`src/hw/rtl/wbps_pkg.sv`:
```
// shared types and constants for the wildcard byte pattern search core
`default_nettype none

package wbps_pkg;

    localparam int CFG_INDEX_W = 2;
    localparam int CFG_DATA_W  = 64;
    localparam int LEN_W       = 5;
    localparam int MATCH_OFF_W = 32;
    localparam int CFG_PAT_BYTES = 16;

    localparam logic [CFG_INDEX_W-1:0] REG_PATTERN_LOW  = 2'd0;
    localparam logic [CFG_INDEX_W-1:0] REG_PATTERN_HIGH = 2'd1;
    localparam logic [CFG_INDEX_W-1:0] REG_WILDCARD     = 2'd2;
    localparam logic [CFG_INDEX_W-1:0] REG_LENGTH       = 2'd3;

    typedef struct packed {
        logic advance;
        logic clear;
    } scan_ctrl_t;

endpackage

`default_nettype wire

```
`src/hw/rtl/wbps_cell.sv`:
```
// one cell of the partial match chain
`default_nettype none

module wbps_cell (
    input  wire logic               clk,
    input  wire logic               rst_n,
    input  wire wbps_pkg::scan_ctrl_t ctrl,
    input  wire logic [7:0]         data_byte,
    input  wire logic [7:0]         pat_byte,
    input  wire logic               wild,
    input  wire logic               prev_match,
    output logic                    hit,
    output logic                    match_reg
);
    import wbps_pkg::*;

    logic match_next;

    assign hit = prev_match && (wild || (data_byte == pat_byte));

    always_comb
    begin
        match_next = match_reg;
        if (ctrl.clear)
        begin
            match_next = 1'b0;
        end
        else if (ctrl.advance)
        begin
            match_next = hit;
        end
    end

    always_ff @(posedge clk or negedge rst_n)
    begin
        if (!rst_n)
        begin
            match_reg <= 1'b0;
        end
        else
        begin
            match_reg <= match_next;
        end
    end

endmodule

`default_nettype wire

```
`src/hw/rtl/wildcard_byte_pattern_search_core.sv`:
```
// top level of the wildcard byte pattern search core
// the result word is registered and valid in the cycle after the byte marked tlast is accepted
// throughput: one byte per cycle while the output register is empty or being drained, set by the step of the cell chain
// a byte is taken whenever the output register is empty or being drained
// reset: pattern registers, cell chain, byte counter and match latch clear to zero
// configuration writes are taken every cycle, no clearing pass after reset
`default_nettype none

module wildcard_byte_pattern_search_core #(
    parameter int PATTERN_MAX  = 16,
    parameter int OFFSET_WIDTH = 32
) (
    input  wire logic                              clk,
    input  wire logic                              rst_n,
    input  wire logic                              cfg_valid,
    output logic                                   cfg_ready,
    input  wire logic [wbps_pkg::CFG_INDEX_W-1:0]  cfg_index,
    input  wire logic [wbps_pkg::CFG_DATA_W-1:0]   cfg_data,
    input  wire logic                              s_axis_tvalid,
    output logic                                   s_axis_tready,
    input  wire logic [7:0]                        s_axis_tdata,   // data_byte
    input  wire logic                              s_axis_tlast,   // last_byte
    output logic                                   m_axis_tvalid,
    input  wire logic                              m_axis_tready,
    output logic [39:0]                            m_axis_tdata    // found, match_offset, pad
);
    import wbps_pkg::*;

    localparam int SEL_W = $clog2(PATTERN_MAX);
    localparam logic [OFFSET_WIDTH-1:0] OFFSET_MAX = '1;

    logic [63:0]          pat_low_reg, pat_low_next;
    logic [63:0]          pat_high_reg, pat_high_next;
    logic [15:0]          wild_reg, wild_next;
    logic [LEN_W-1:0]     len_reg, len_next;

    logic [OFFSET_WIDTH-1:0] count_reg, count_next;
    logic                    seen_reg, seen_next;
    logic [OFFSET_WIDTH-1:0] first_reg, first_next;

    logic                    out_valid_reg, out_valid_next;
    logic                    found_reg, found_next;
    logic [MATCH_OFF_W-1:0]  offset_reg, offset_next;

    scan_ctrl_t              ctrl;
    logic                    in_accept;
    logic [PATTERN_MAX-1:0]  hit_vec;
    logic [PATTERN_MAX-1:0]  chain_vec;
    logic [LEN_W-1:0]        len_m1;
    logic [SEL_W-1:0]        sel;
    logic                    len_ok;
    logic                    hit_now;
    logic [OFFSET_WIDTH-1:0] hit_off;

    assign cfg_ready     = 1'b1;
    assign s_axis_tready = !out_valid_reg || m_axis_tready;
    assign in_accept     = s_axis_tvalid && s_axis_tready;
    assign ctrl.advance  = in_accept && !s_axis_tlast;
    assign ctrl.clear    = in_accept && s_axis_tlast;

    // cell chain
    for (genvar j = 0; j < PATTERN_MAX; j++)
    begin : g_cell
        logic [7:0] pat_b;
        logic       wild_b;
        logic       prev_m;

        if (j < 8)
        begin : g_lo
            assign pat_b  = pat_low_reg[8*j +: 8];
            assign wild_b = wild_reg[j];
        end
        else if (j < CFG_PAT_BYTES)
        begin : g_hi
            assign pat_b  = pat_high_reg[8*(j-8) +: 8];
            assign wild_b = wild_reg[j];
        end
        else
        begin : g_none
            assign pat_b  = 8'd0;
            assign wild_b = 1'b0;
        end

        if (j == 0)
        begin : g_head
            assign prev_m = 1'b1;
        end
        else
        begin : g_link
            assign prev_m = chain_vec[j-1];
        end

        wbps_cell u_cell (
            .clk        (clk),
            .rst_n      (rst_n),
            .ctrl       (ctrl),
            .data_byte  (s_axis_tdata),
            .pat_byte   (pat_b),
            .wild       (wild_b),
            .prev_match (prev_m),
            .hit        (hit_vec[j]),
            .match_reg  (chain_vec[j])
        );
    end

    // match detect and offset
    assign len_m1  = len_reg - LEN_W'(1);
    assign sel     = SEL_W'(len_m1);
    assign len_ok  = (len_reg != '0) && (32'(len_reg) <= PATTERN_MAX);
    assign hit_now = len_ok && hit_vec[sel];
    assign hit_off = count_reg - OFFSET_WIDTH'(len_m1);

    always_comb
    begin
        pat_low_next  = pat_low_reg;
        pat_high_next = pat_high_reg;
        wild_next     = wild_reg;
        len_next      = len_reg;
        if (cfg_valid && cfg_ready)
        begin
            unique case (cfg_index)
                REG_PATTERN_LOW:  pat_low_next  = cfg_data;
                REG_PATTERN_HIGH: pat_high_next = cfg_data;
                REG_WILDCARD:     wild_next     = cfg_data[15:0];
                REG_LENGTH:       len_next      = cfg_data[LEN_W-1:0];
                default:          ;
            endcase
        end
    end

    always_comb
    begin
        count_next = count_reg;
        seen_next  = seen_reg;
        first_next = first_reg;
        if (in_accept && !seen_reg && hit_now)
        begin
            seen_next  = 1'b1;
            first_next = hit_off;
        end
        if (ctrl.clear)
        begin
            count_next = '0;
            seen_next  = 1'b0;
            first_next = '0;
        end
        else if (ctrl.advance && (count_reg != OFFSET_MAX))
        begin
            count_next = count_reg + OFFSET_WIDTH'(1);
        end
    end

    always_comb
    begin
        out_valid_next = out_valid_reg && !m_axis_tready;
        found_next     = found_reg;
        offset_next    = offset_reg;
        if (ctrl.clear)
        begin
            out_valid_next = 1'b1;
            if (seen_reg)
            begin
                found_next  = 1'b1;
                offset_next = MATCH_OFF_W'(first_reg);
            end
            else if (hit_now)
            begin
                found_next  = 1'b1;
                offset_next = MATCH_OFF_W'(hit_off);
            end
            else
            begin
                found_next  = 1'b0;
                offset_next = '0;
            end
        end
    end

    always_ff @(posedge clk or negedge rst_n)
    begin
        if (!rst_n)
        begin
            pat_low_reg   <= '0;
            pat_high_reg  <= '0;
            wild_reg      <= '0;
            len_reg       <= '0;
            count_reg     <= '0;
            seen_reg      <= 1'b0;
            first_reg     <= '0;
            out_valid_reg <= 1'b0;
        end
        else
        begin
            pat_low_reg   <= pat_low_next;
            pat_high_reg  <= pat_high_next;
            wild_reg      <= wild_next;
            len_reg       <= len_next;
            count_reg     <= count_next;
            seen_reg      <= seen_next;
            first_reg     <= first_next;
            out_valid_reg <= out_valid_next;
        end
    end

    always_ff @(posedge clk)
    begin
        found_reg  <= found_next;
        offset_reg <= offset_next;
    end

    assign m_axis_tvalid = out_valid_reg;
    assign m_axis_tdata  = {7'd0, offset_reg, found_reg};

    // checks
    a_last_gives_word: assert property (@(posedge clk) disable iff (!rst_n)
        ctrl.clear |=> m_axis_tvalid)
        else $error("no result word after last byte");

    a_stall_only_when_full: assert property (@(posedge clk) disable iff (!rst_n)
        !s_axis_tready |-> m_axis_tvalid)
        else $error("input stalled with empty output register");

    a_not_found_zero: assert property (@(posedge clk) disable iff (!rst_n)
        (m_axis_tvalid && !found_reg) |-> (offset_reg == '0))
        else $error("nonzero offset without a match");

    a_latch_holds: assert property (@(posedge clk) disable iff (!rst_n)
        (seen_reg && !ctrl.clear) |=> (seen_reg && $stable(first_reg)))
        else $error("latched match changed inside a buffer");

    a_clear_resets_scan: assert property (@(posedge clk) disable iff (!rst_n)
        ctrl.clear |=> (count_reg == '0) && !seen_reg && (chain_vec == '0))
        else $error("scan state not cleared after last byte");

endmodule

`default_nettype wire

```
`config.mk`:
```
export PLATFORM = sky130hd
export DESIGN_NAME = wildcard_byte_pattern_search_core
export DESIGN_NICKNAME = d
export VERILOG_FILES = /design/src/hw/rtl/wbps_pkg.sv /design/src/hw/rtl/wbps_cell.sv /design/src/hw/rtl/wildcard_byte_pattern_search_core.sv
export SDC_FILE = /design/constraint.sdc
export NUM_CORES = 1
export LEC_CHECK = 0
export BUFFER_PORTS_ARGS = -buffer_cell sky130_fd_sc_hd__buf_4
export CAP_MARGIN = 5
export CORE_MARGIN = 2
export CORE_UTILIZATION = 65
export DETAILED_ROUTE_END_ITERATION = 16
export GPL_ROUTABILITY_DRIVEN = 0
export GPL_TIMING_DRIVEN = 1
export HOLD_SLACK_MARGIN = 0.03
export PLACE_DENSITY = 0.91
export SYNTH_ARGS = -nofsm -noshare
export SYNTH_HDL_FRONTEND = slang
export SYNTH_SLANG_ARGS = --single-unit
```
`constraint.sdc`:
```
create_clock -name clk -period 7.4 [get_ports clk]
set_clock_uncertainty 0.15 [all_clocks]
set_input_delay 1.11 -clock clk [delete_from_list [all_inputs] [get_ports clk]]
set_output_delay 1.11 -clock clk [all_outputs]
set_load 0.005 [all_outputs]
```
# [Word level (Yosys, flattened, before mapping)]
# Cells that the tools add are included.
[word_totals] register_bits=263 out_inout_bits=43
[op_classes] add_sub_neg=3 magnitude_cmp=2 n_eq_ne=20 mux=42 n_reduce_logical=54
[op_table] operator="$mux W32" n=6
[op_table] operator="$eq A8 B8 Y1" n=16
[op_table] operator="$mux W1" n=35
[op_table] operator="$add A32 B1 Y32 const B" n=1
[op_table] operator="$ne A32 B32 Y1 const B" n=1
[op_table] operator="$sub A32 B5 Y32" n=1
[op_table] operator="$logic_and A1 B1 Y1" n=24
[op_table] operator="$logic_or A1 B1 Y1" n=17
[op_table] operator="$reduce_and A2 Y1" n=4
[op_table] operator="$reduce_bool A2 Y1" n=3
[op_table] operator="$le A5 B5 Y1 const B" n=1
[op_table] operator="$lt A4 B5 Y1 const B" n=1
[op_table] operator="$reduce_bool A5 Y1" n=1
[op_table] operator="$sub A5 B1 Y5 const B" n=1
[op_table] operator="$bmux W1 S4" n=1
[op_table] operator="$eq A2 B2 Y1 const B" n=2
[op_table] operator="$logic_not A1 Y1" n=4
[op_table] operator="$eq A2 B1 Y1 const B" n=1
[op_table] operator="$logic_not A2 Y1" n=1

# [Longest topological paths before layout]
# Gate-level depths: netlist (run 1).
[depth] word_depth=9 ltp_mapped=15

# [Modules after synthesis]
# Synthesis (run 1) repeated with hierarchy kept, for this count alone.
[unflattened] hier_cells=1212 area_unflattened_um2=13726.9
[modules_own_cells] module="wildcard_byte_pattern_search_core" instances=1 cells_each=924 area_per_inst_um2=11324.6
[modules_own_cells] module="wbps_cell" instances=16 cells_each=18 area_per_inst_um2=150.1

# [Worst setup path before layout (run 1)]
# No wires, ideal clock.
[synth_timing] kind="input-to-reg" from="input s_axis_tdata[4]" to="register first_reg[16]" setup_time_ns=0.150 t_arrival_ns=3.461 slack_ns=3.640 stages=12 n_path_buf=4 cell_sequence="buf_2 -> buf_4 -> xor2_1 -> nor4_1 -> a21oi_1 -> o32ai_1 -> a22oi_1 -> and3_1 -> clkbuf_1 -> nor3_1 -> clkbuf_1 -> o311ai_0"
[synth_between] elab_chain_len=8 elab_cells_between_ends=52 cone_classes="eq/ne: 16; mux: 2; reduce/logical: 34"
[synth_lines] element="start, declared" line="wildcard_byte_pattern_search_core.sv:21" text="input wire logic [7:0] s_axis_tdata,"
[synth_lines] element="$eq A8 B8 Y1" line="wbps_cell.sv:19" text="assign hit = prev_match && (wild || (data_byte == pat_byte));"
[synth_lines] element="$logic_or A1 B1 Y1" line="wbps_cell.sv:19"
[synth_lines] element="$logic_and A1 B1 Y1" line="wbps_cell.sv:19"
[synth_lines] element="$bmux W1 S4 (*)" line="wildcard_byte_pattern_search_core.sv:110" text="assign hit_now = len_ok && hit_vec[sel];"
[synth_lines] element="$mux W1 (not written as such) (*)" line="wildcard_byte_pattern_search_core.sv:110"
[synth_lines] element="$logic_and A1 B1 Y1 (*)" line="wildcard_byte_pattern_search_core.sv:110"
[synth_lines] element="$logic_and A1 B1 Y1 (*)" line="wildcard_byte_pattern_search_core.sv:136" text="if (in_accept && !seen_reg && hit_now)"
[synth_lines] element="$reduce_bool A2 Y1 (no source line) (*)"
[synth_lines] element="end signal, assigned" line="wildcard_byte_pattern_search_core.sv:200" text="first_reg <= first_next;"
[synth_lines] element="end, declared" line="wildcard_byte_pattern_search_core.sv:39" text="logic [OFFSET_WIDTH-1:0] first_reg, first_next;"
# Every way passes the cells marked *; elsewhere a longest branch is shown, timed or not. The select of a mux whose other input is x is not followed.
# A chain may end at the register's enable or synchronous reset.

# [Final worst setup path (run 1)]
[layout_timing] from="register len_reg[0]" to="register offset_reg[10], data pin"
[layout_between] elab_chain_len=6 elab_cells_between_ends=10 cone_classes="add/sub: 2; order compare: 1; mux: 4; reduce/logical: 3"
[layout_lines] element="start, declared" line="wildcard_byte_pattern_search_core.sv:35" text="logic [LEN_W-1:0] len_reg, len_next;"
[layout_lines] element="start signal, assigned" line="wildcard_byte_pattern_search_core.sv:197" text="len_reg <= len_next;"
[layout_lines] element="branches (longest 4 deep; another with $sub A32 B5 Y32)"
[layout_lines] element="$mux W32 (*)" line="wildcard_byte_pattern_search_core.sv:166" text="else if (hit_now)"
[layout_lines] element="$mux W32 (*)" line="wildcard_byte_pattern_search_core.sv:161" text="if (seen_reg)"
[layout_lines] element="end signal, assigned" line="wildcard_byte_pattern_search_core.sv:208" text="offset_reg <= offset_next;"
[layout_lines] element="end, declared" line="wildcard_byte_pattern_search_core.sv:43" text="logic [MATCH_OFF_W-1:0] offset_reg, offset_next;"
# Every way passes the cells marked *. The select of a mux whose other input is x is not followed.

==> flow_metrics.tcl, run 1 <==
set metrics [dict create \
    status "finished, final reports clean" \
    vias 9753 \
    synth_ff_type "dfrtp_1" \
    ys_types 58 \
    post_cts_buffers 0 \
    drt_iter0_drc 824 \
    pre_cts_ws_ps 2330 \
    start_util_pct 66.0 \
    drive_gt1_share_pct 25.9 \
    io_pins 123 \
    clk_latency_ps 540 \
    slew_violations 0 \
    nets 1343 \
    rsz0062_at_grt "false" \
    cts_sinks 263 \
    holdCritPathClass "reg2reg" \
    die_w_um 147 \
    setup_violations 0 \
    htree_levels 1 \
    ant_nets 0 \
    overflow 0 \
    post-dp-hpwl_mm 20.6 \
    grtUsageTotal_pct 30.2 \
    fmax_mhz 211 \
    fp.dieH_um 147 \
    fin_setup_tns_ps 0 \
    area_delta_synth_final_pct 13.5 \
    power_mw 4.39 \
    cts-root-buf "clkbuf_16" \
    drt_pass1_iterations 5 \
    period_minus_slack_ps 4740 \
    synth-seq-area-share_pct 50.5 \
    fillers 1207 \
    wl_per_cell_um 21.0 \
    vdd_ir_drop_max_mv 0.216 \
    setup_ws_ps 2660 \
    ctsHoldBuffers 0 \
    cts.repair.resized 0 \
    yosysWarnings 0 \
    grt_max_degree 100 \
    syn_inst 1186 \
    clockBufferDepth 3 \
    crit_type "reg2reg" \
    required_ps 7590 \
    die_area_um2 21700 \
    min_period_over_period_pct 64.0 \
    drcViolationCount 0 \
    antenna_found_initial 0 \
    async_reset_ff_share_pct 87.5 \
    vias_per_cell 6.31 \
    leakage_nw 6.57 \
    timing.max_cap.violations 0 \
    tightest_slew_ps 1230 \
    io_buffer_count 114 \
    relSlewSlack_pct 18.1 \
    core_area_um2 20200 \
    grt_pass1_vias 9952 \
    antenna_cells 0 \
    tritoncts "yes" \
    crit_arrival_ps 4930 \
    start_kind "flop" \
    clk_pin_slew_ps 60 \
    routed_wl_mm 32.5 \
    synth_area_um2 13400 \
    synth_edf_count 33 \
    end_kind "flop" \
    hold_viol_final 0 \
    synth_seq_cells 263 \
    cts-buffers-inserted 27 \
    grt_pass1_wl_mm 52.5 \
    synth_area_per_cell_um2 11.3 \
    num_rows 52 \
    worst-path-max-fanout 29 \
    pwr_density_cell_nw_per_um2 290 \
]
[layout by cell type, fill, tap and decap left out, types with 29 or more instances in the layout]
cell | synthesis | routed
nand2_1 | 104 | 104
nor4_1 | 33 | 33
mux2_2 | 149 | 149
inv_1 | 30 | 29
o31ai_1 | 39 | 39
dfrtp_1 | 230 | 229
xor2_1 | 141 | 141
buf_4 | 17 | 121
nor2_1 | 70 | 70
xnor2_1 | 47 | 47
edfxtp_1 | 33 | 33
[per-stage QoR]
| step | hold slack [ps] | area, um^2 | std cells | utilization, % |
|---|---|---|---|---|
| floorplan | 298 | 13400 | 1192 | - |
| global placement | 315 | 14200 | 1494 | 70.3 |
| detailed placement | 321 | 14200 | 1494 | 70.3 |
| CTS | 341 | 15100 | 1544 | 74.8 |
| global route | 368 | 15200 | 1545 | 75.0 |
| finish | 358 | 15200 | 1545 | 75.0 |
[cell usage after synthesis, types with 9 or more instances]
| library cell | n | area (um^2) |
|---|---|---|
| edfxtp_1 | 33 | 991 |
| clkbuf_1 | 59 | 221 |
| inv_1 | 30 | 113 |
| nand2_1 | 104 | 390 |
| o21ai_0 | 11 | 55.1 |
| xor2_1 | 141 | 1230 |
| nand4_1 | 26 | 163 |
| mux2_2 | 149 | 1680 |
| dfrtp_1 | 230 | 5760 |
| o311ai_0 | 24 | 210 |
| nor3_1 | 15 | 75.1 |
| buf_4 | 17 | 128 |
| o31ai_1 | 39 | 293 |
| a41o_1 | 9 | 90.1 |
| or3_1 | 10 | 62.6 |
| a21oi_1 | 14 | 70.1 |
| nor2_1 | 70 | 263 |
| nand3_1 | 22 | 110 |
| xnor2_1 | 47 | 412 |
| nor4_1 | 33 | 206 |
| o32ai_1 | 11 | 96.3 |
[report_power, final]
part           internal, mW  switching, mW  total (mW)
logic                 0.460          0.602        1.06
clock network         0.818          0.564        1.38
registers              1.75          0.200        1.95
total                  3.03           1.37        4.39
[final timing paths]
check / start / endpoint / slack, ps / cells after the start
worst max-delay path: len_reg[0] / offset_reg[10] / 2660 / 11
worst min-delay path: g_cell[3].u_cell.match_reg / g_cell[3].u_cell.match_reg / 360 / 2
worst max register to register: len_reg[0] / offset_reg[10] / 2660 / 11
worst min register to register: g_cell[3].u_cell.match_reg / g_cell[3].u_cell.match_reg / 360 / 2
max in group asynchronous: rst_n / seen_reg / 5080 / 2
min in group asynchronous: rst_n / pat_low_reg[36] / 450 / 1
[logic make-up after synthesis]
kind of cell / after synthesis / synth area share [%]
compound gates: 132 / 7.57
xor+xnor: 188 / 12.3
fa+ha+maj: 9 / 0.899
buf+inv: 121 / 4.07
flops: 263 / 50.5
mux: 149 / 12.6
other cells: 2 / 0.0562
simple gates: 322 / 12.0
[critical path, cell delays in order (launching register included)]
cell and delay, ps:
dfrtp_1 630, inv_1 250, ha_1 290, xor2_1 430, inv_1 250, nor2_1 210, a41oi_1 200, a31oi_1 410
or3_1 570, nand2_1 520, buf_16 330, o31ai_1 280
[final cells by class]
cell class | count | area [um^2] | share of cell area [%]
Sequential cell | 263 | 6750 | 44.5
Multi-Input combinational cell | 808 | 6100 | 40.2
Timing Repair Buffer | 123 | 951 | 6.27
Clock buffer | 44 | 850 | 5.60
Tap cell | 270 | 338 | 2.23
Inverter | 31 | 116 | 0.767
Clock inverter | 6 | 63.8 | 0.421
[metal layers]
layer  up-vias  wire length (um)  share of wire, %  global-route usage [%]
met5         -                 0                 0                       0
li1       4333                 -                 -                       -
met4         0               816               2.5                    9.90
met2       472             16400                51                    52.1
met3        80              2330               7.2                    5.19
met1      4868             12900                40                    39.3
Power figures use the tool's default switching activity.
==> run 2: changes to the inputs <==
--- a/config.mk
+++ b/config.mk
@@ -5,15 +5,16 @@
 export SDC_FILE = /design/constraint.sdc
 export NUM_CORES = 1
 export LEC_CHECK = 0
+export ABC_AREA = 1
 export BUFFER_PORTS_ARGS = -buffer_cell sky130_fd_sc_hd__buf_4
 export CAP_MARGIN = 5
 export CORE_MARGIN = 2
-export CORE_UTILIZATION = 65
+export CORE_UTILIZATION = 60
 export DETAILED_ROUTE_END_ITERATION = 16
 export GPL_ROUTABILITY_DRIVEN = 0
 export GPL_TIMING_DRIVEN = 1
 export HOLD_SLACK_MARGIN = 0.03
-export PLACE_DENSITY = 0.91
+export PLACE_DENSITY = 0.85
 export SYNTH_ARGS = -nofsm -noshare
 export SYNTH_HDL_FRONTEND = slang
 export SYNTH_SLANG_ARGS = --single-unit
==> constraint.sdc (replaced) <==
create_clock -name clk -period 4.75 [get_ports clk]
set_clock_uncertainty 0.15 [all_clocks]
set_input_delay 0.7125 -clock clk [delete_from_list [all_inputs] [get_ports clk]]
set_output_delay 0.7125 -clock clk [all_outputs]
set_load 0.005 [all_outputs]
==> run 2 against run 1 <==
Net effect:
- register-to-register slack lost 2200 ps
- global-route usage fell by 2.2 points
- critical path type unchanged
- wire length rose by 2.7%
- first-iteration DRC count rose by 21%
- largest cell class unchanged
- synthesized cell count increased by 44%
==> flow_metrics.tcl, run 2 <==
set metrics [dict create \
    crit_type "reg2reg" \
    status "finished, final reports clean" \
    slew_violations 0 \
    cpMaxStageDelayCell "dfrtp_1" \
    ff2ff_path_depth 14 \
    timing.max_cap.violations 0 \
    drcViolationCount 0 \
    pre_cts_ws_ps 533 \
    final_area_um2 15500 \
    drt_iter0_drc 997 \
    yosysWarnings 0 \
    synth_top_family_by_area "simple AND/OR/NAND/NOR gates" \
    grt_pass1_vias 11400 \
    pwr_density_cell_nw_per_um2 420 \
    muxShareOfSynthArea_pct 0 \
    vdd_ir_drop_max_mv 0.307 \
    holdCritPathClass "in2async" \
    hold_viol_final 0 \
    fp.dieH_um 156 \
    synth_seq_cells 263 \
    synth_ff_type "dfrtp_1" \
    io_pins 123 \
    synth_area_per_cell_um2 8.10 \
    relSlewSlack_pct 21.3 \
    rrSetupSlack_ps 420 \
    fin_setup_tns_ps 0 \
    drt_pass1_iterations 6 \
    start_kind "flop" \
    num_rows 55 \
    grt_max_degree 129 \
    grt_pass1_wl_mm 55.4 \
    leakage_nw 7.57 \
    utilization_pct 68.4 \
    cts_sinks 263 \
    synth_compound_area_share_pct 9.19 \
    final_cell_mix "nand2_1, dfrtp_1, inv_1, o21ai_0, buf_4" \
    critical-path-max-stage-delay_ps 540 \
    antenna_cells 0 \
    synthTopCellsByCount "nand2_1, dfrtp_1, inv_1" \
    min_period_over_period_pct 91.1 \
    ant_nets 0 \
    tritoncts "yes" \
    async_reset_ff_share_pct 87.5 \
    setup_ws_ps 425 \
    start_util_pct 61.2 \
    synth_top_area_share_pct 41.6 \
    antenna_found_initial 0 \
    vias 11700 \
    yosys.area.top_type "dfrtp_1" \
    placed_cells 2028 \
    cp_top_family "simple AND/OR/NAND/NOR gates" \
    htree_levels 1 \
    end_kind "flop" \
    crit_arrival_ps 4580 \
    power_mw 6.51 \
    post-dp-hpwl_mm 22.4 \
    cts-buffers-inserted 28 \
    cts-root-buf "clkbuf_16" \
    overflow 0 \
    path_cells "clkinv_1 > ha_1 > xnor2_1 > ha_1 > a21oi_1 > o21ai_1 > a21oi_1 > nand2_1 > nor2_1 > nand3_1 > nor3_1 > xor2_1 > nand3_1 > nand2_1" \
    r2r-end "offset_reg[31]" \
    synth-xor-area-share_pct 7.84 \
    routed_wl_mm 33.4 \
    post_dp_cell_area_um2 14600 \
    synthTopCellsByArea "dfrtp_1, nand2_1, edfxtp_1" \
    die_area_um2 24300 \
    tightest_slew_ps 1180 \
    synth_most_common_cell "nand2_1" \
    fmax_mhz 231 \
    clockBufferDepth 3 \
    final_common_cell "nand2_1" \
    ctsHoldBuffers 0 \
    nets 1862 \
    die_w_um 156 \
    period_minus_slack_ps 4330 \
    synth_fa_ha_area_share_pct 0.867 \
    vias_per_cell 5.64 \
    io_buffer_count 114 \
    worst-path-buf-inv 1 \
    setup_violations 0 \
    grtUsageTotal_pct 28.0 \
    wl_per_cell_um 16.1 \
    post_cts_buffers 0 \
    drive_gt1_share_pct 10.2 \
    area_delta_synth_final_pct 11.8 \
    worst-path-max-fanout 11 \
    whs_ps 103 \
    cts.repair.resized 0 \
    synth-seq-area-share_pct 48.7 \
    required_ps 5010 \
    clk_latency_ps 560 \
    fillers 1757 \
    rsz0062_at_grt "false" \
    core_area_um2 22600 \
    synth_edf_count 33 \
    ys_types 39 \
    synth_area_um2 13800 \
    yosys.area_share.simple_pct 23.8 \
    clk_pin_slew_ps 60 \
    stdcell_count 2076 \
    syn_inst 1710 \
    timing.rr.start "len_reg[0]" \
]
## run 2: changes by cell type in the layout (fill, tap and decap cells not counted), sizes merged, moves of 30 or more
cell,delta
inv,+163
mux2,-149
nand2,+376
nand3,+84
nor2,+32
nor4,-30
o21ai,+169
o31ai,-36
xnor2,+48
xor2,-112
## run 2: kinds of logic after synthesis
family | count (synthesis)
buffers and inverters | 296
adders and majority gates | 9
and+or+nand+nor | 785
AOI/OAI and AO/OA | 231
xor gates and xnor gates | 124
DFF | 263
other | 2
## run 2: layout make-up
type	count	area [um^2]	share of cell area, %
Clock inverter	9	53.8	0.347
Tap cell	285	357	2.30
Multi-Input combinational cell	1157	5840	37.7
Timing Repair Buffer	126	953	6.16
Clock buffer	39	792	5.11
Sequential cell	263	6750	43.6
Inverter	197	739	4.77
## run 2: worst max-delay path by stage
stage	start	endpoint	slack, ps	cells past startpoint
global route	len_reg[0]	offset_reg[31]	60	14
CTS	len_reg[0]	offset_reg[31]	460	14
finish	len_reg[0]	offset_reg[31]	420	14
global placement	len_reg[0]	offset_reg[31]	890	14
floorplan	len_reg[0]	offset_reg[31]	1630	14
detailed placement	len_reg[0]	offset_reg[31]	530	14
## run 2: worst reg2reg max path, stage by stage, from the launching register on
cell      delay [ps]
dfrtp_1          540
clkinv_1         370
ha_1             350
xnor2_1          370
ha_1             370
a21oi_1          230
o21ai_1          150
a21oi_1          300
nand2_1          170
nor2_1           320
nand3_1          200
nor3_1           230
xor2_1           230
nand3_1          110
nand2_1           90
## run 2: where the power goes
part / switching [mW] / leakage, nW / internal, mW
Combinational: 0.959 / 3.87 / 0.595
Sequential: 0.244 / 3.28 / 2.68
Clock: 0.873 / 0.422 / 1.15
## run 2: routing by layer
metal	routed length (um)	GRT usage, %	vias up
met5	0	0	-
met4	1260	10.5	0
met3	1990	4.00	93
met2	16500	48.5	465
met1	13600	35.9	5562
li1	-	-	5591
==> run 3: changes to the inputs <==
==> constraint.sdc (replaced) <==
create_clock -name clk -period 4.75 [get_ports clk]
set_clock_uncertainty 0.15 [all_clocks]
set_input_delay 0 -clock clk [delete_from_list [all_inputs] [get_ports clk]]
set_output_delay 0 -clock clk [all_outputs]
set_load 0.005 [all_outputs]
==> run 3 against run 2 <==
Net effect:
- register-to-register slack better by 150 ps
- via count is 3.3% higher
- total power is 4.0% higher
- combinational power is 4% higher
- non-clock buffer count is 67 higher
==> flow_metrics.tcl, run 3 (same netlist as run 2, synthesis figures left out) <==
set metrics [dict create \
    cts-root-buf "clkbuf_16" \
    path_cells "clkinv_1 > ha_1 > xnor2_1 > ha_1 > a21oi_1 > o21ai_1 > a21oi_1 > nand2_1 > nor2_1 > nand3_1 > nor3_1 > xor2_1 > nand3_1 > nand2_1" \
    tritoncts "yes" \
    post-dp-hpwl_mm 22.1 \
    overflow 0 \
    leakage_nw 7.89 \
    post_dp_cell_area_um2 14600 \
    cts_sinks 263 \
    final_cell_mix "nand2_1, dfrtp_1, inv_1, o21ai_0, buf_4" \
    critical-path-max-stage-delay_ps 520 \
    grt_pass1_wl_mm 58.6 \
    required_ps 5010 \
    tightest_slew_ps 1200 \
    worst-path-buf-inv 1 \
    relSlewSlack_pct 20.0 \
    fin_setup_tns_ps 0 \
    ff2ff_path_depth 14 \
    drive_gt1_share_pct 9.83 \
    vias_per_cell 5.64 \
    grt_max_degree 146 \
    cp_top_family "simple AND/OR/NAND/NOR gates" \
    drcViolationCount 0 \
    die_area_um2 24300 \
    nets 1929 \
    cts.repair.resized 0 \
    ant_nets 0 \
    area_delta_synth_final_pct 17.4 \
    cpMaxStageDelayCell "dfrtp_1" \
    end_kind "flop" \
    timing.max_cap.violations 0 \
    crit_type "reg2reg" \
    cp.depth 14 \
    antenna_found_initial 0 \
    setup_violations 0 \
    vdd_ir_drop_max_mv 0.262 \
    wl_per_cell_um 16.6 \
    clockBufferDepth 3 \
    core_area_um2 22600 \
    antenna_cells 0 \
    drt_iter0_drc 1097 \
    crit_arrival_ps 4430 \
    fmax_mhz 240 \
    post_cts_buffers 0 \
    grt_pass1_vias 11800 \
    clk_latency_ps 550 \
    die_w_um 156 \
    cts-buffers-inserted 28 \
    drt_pass1_iterations 5 \
    htree_levels 1 \
    final_area_um2 16300 \
    start_kind "flop" \
    period_minus_slack_ps 4180 \
    status "finished, final reports clean" \
    rsz0062_at_grt "false" \
    slew_violations 0 \
    fp.dieH_um 156 \
    num_rows 55 \
    io_buffer_count 114 \
    holdCritPathClass "in2async" \
    vias 12100 \
    min_period_over_period_pct 87.9 \
    ctsHoldBuffers 69 \
    grtUsageTotal_pct 29.9 \
    pwr_density_cell_nw_per_um2 416 \
    hold_viol_final 0 \
    routed_wl_mm 35.6 \
    clk_pin_slew_ps 60 \
    io_pins 123 \
    final_common_cell "nand2_1" \
    worst-path-max-fanout 11 \
    start_util_pct 61.2 \
]
run 3: layout make-up:
cell class                 instances  area [um^2]
inverter                         197          739
clock buffer                      37          764
fill                            1592         6380
timing repair buffer             193         1630
multi-input combinational       1157         5840
clock inverter                    14          178
sequential                       263         6750
tap                              285          357
run 3: where the power goes:
group | leakage, nW | switching, mW | internal (mW) | total, mW
clock network | 0.465 | 0.891 | 1.34 | 2.24
logic | 4.14 | 0.975 | 0.630 | 1.61
registers | 3.28 | 0.247 | 2.68 | 2.93
run 3: final timing paths:
check,from,end,slack (ps)
setup / recovery,len_reg[0],offset_reg[31],570
hold / removal,rst_n,first_reg[26],50
min in group clk,s_axis_tdata[1],g_cell[0].u_cell.match_reg,120
setup reg to reg,len_reg[0],offset_reg[31],570
max in group asynchronous,rst_n,g_cell[8].u_cell.match_reg,3140
hold reg to reg,wild_reg[0],wild_reg[0],340
run 3: through the flow:
stage / instances / setup slack (ps) / util (%) / total power [mW] / hold slack [ps]
after floorplan: 1716 / 1630 / - / 4.06 / -446
after global placement: 2026 / 896 / 64.6 / 4.40 / 105
after detailed placement: 2026 / 648 / 64.6 / 4.49 / 99.1
after CTS: 2146 / 603 / 71.8 / 6.76 / 102
after global routing: 2146 / 189 / 71.8 / 7.14 / 148
final: 2146 / 575 / 71.8 / 6.77 / 45.9
run 3: worst register-to-register path, delay by kind of cell (launching register included):
kind,cells,cell delay (ps)
XOR/XNOR,2,620
buffers and inverters,1,350
AO/OA/AOI/OAI,3,580
adder cells (fa/ha/maj),2,720
flip-flops,1,520
AND/OR/NAND/NOR,6,1110
run 3: layer usage:
| metal | share of wire, % | wire [um] | GRT usage (%) | vias to the layer above |
|---|---|---|---|---|
| li1 | - | - | - | 5728 |
| met3 | 6.2 | 2220 | 3.78 | 89 |
| met4 | 3.5 | 1250 | 11.5 | 0 |
| met2 | 51 | 18100 | 51.9 | 507 |
| met1 | 40 | 14100 | 38.3 | 5769 |
| met5 | 0 | 0 | 0 | - |
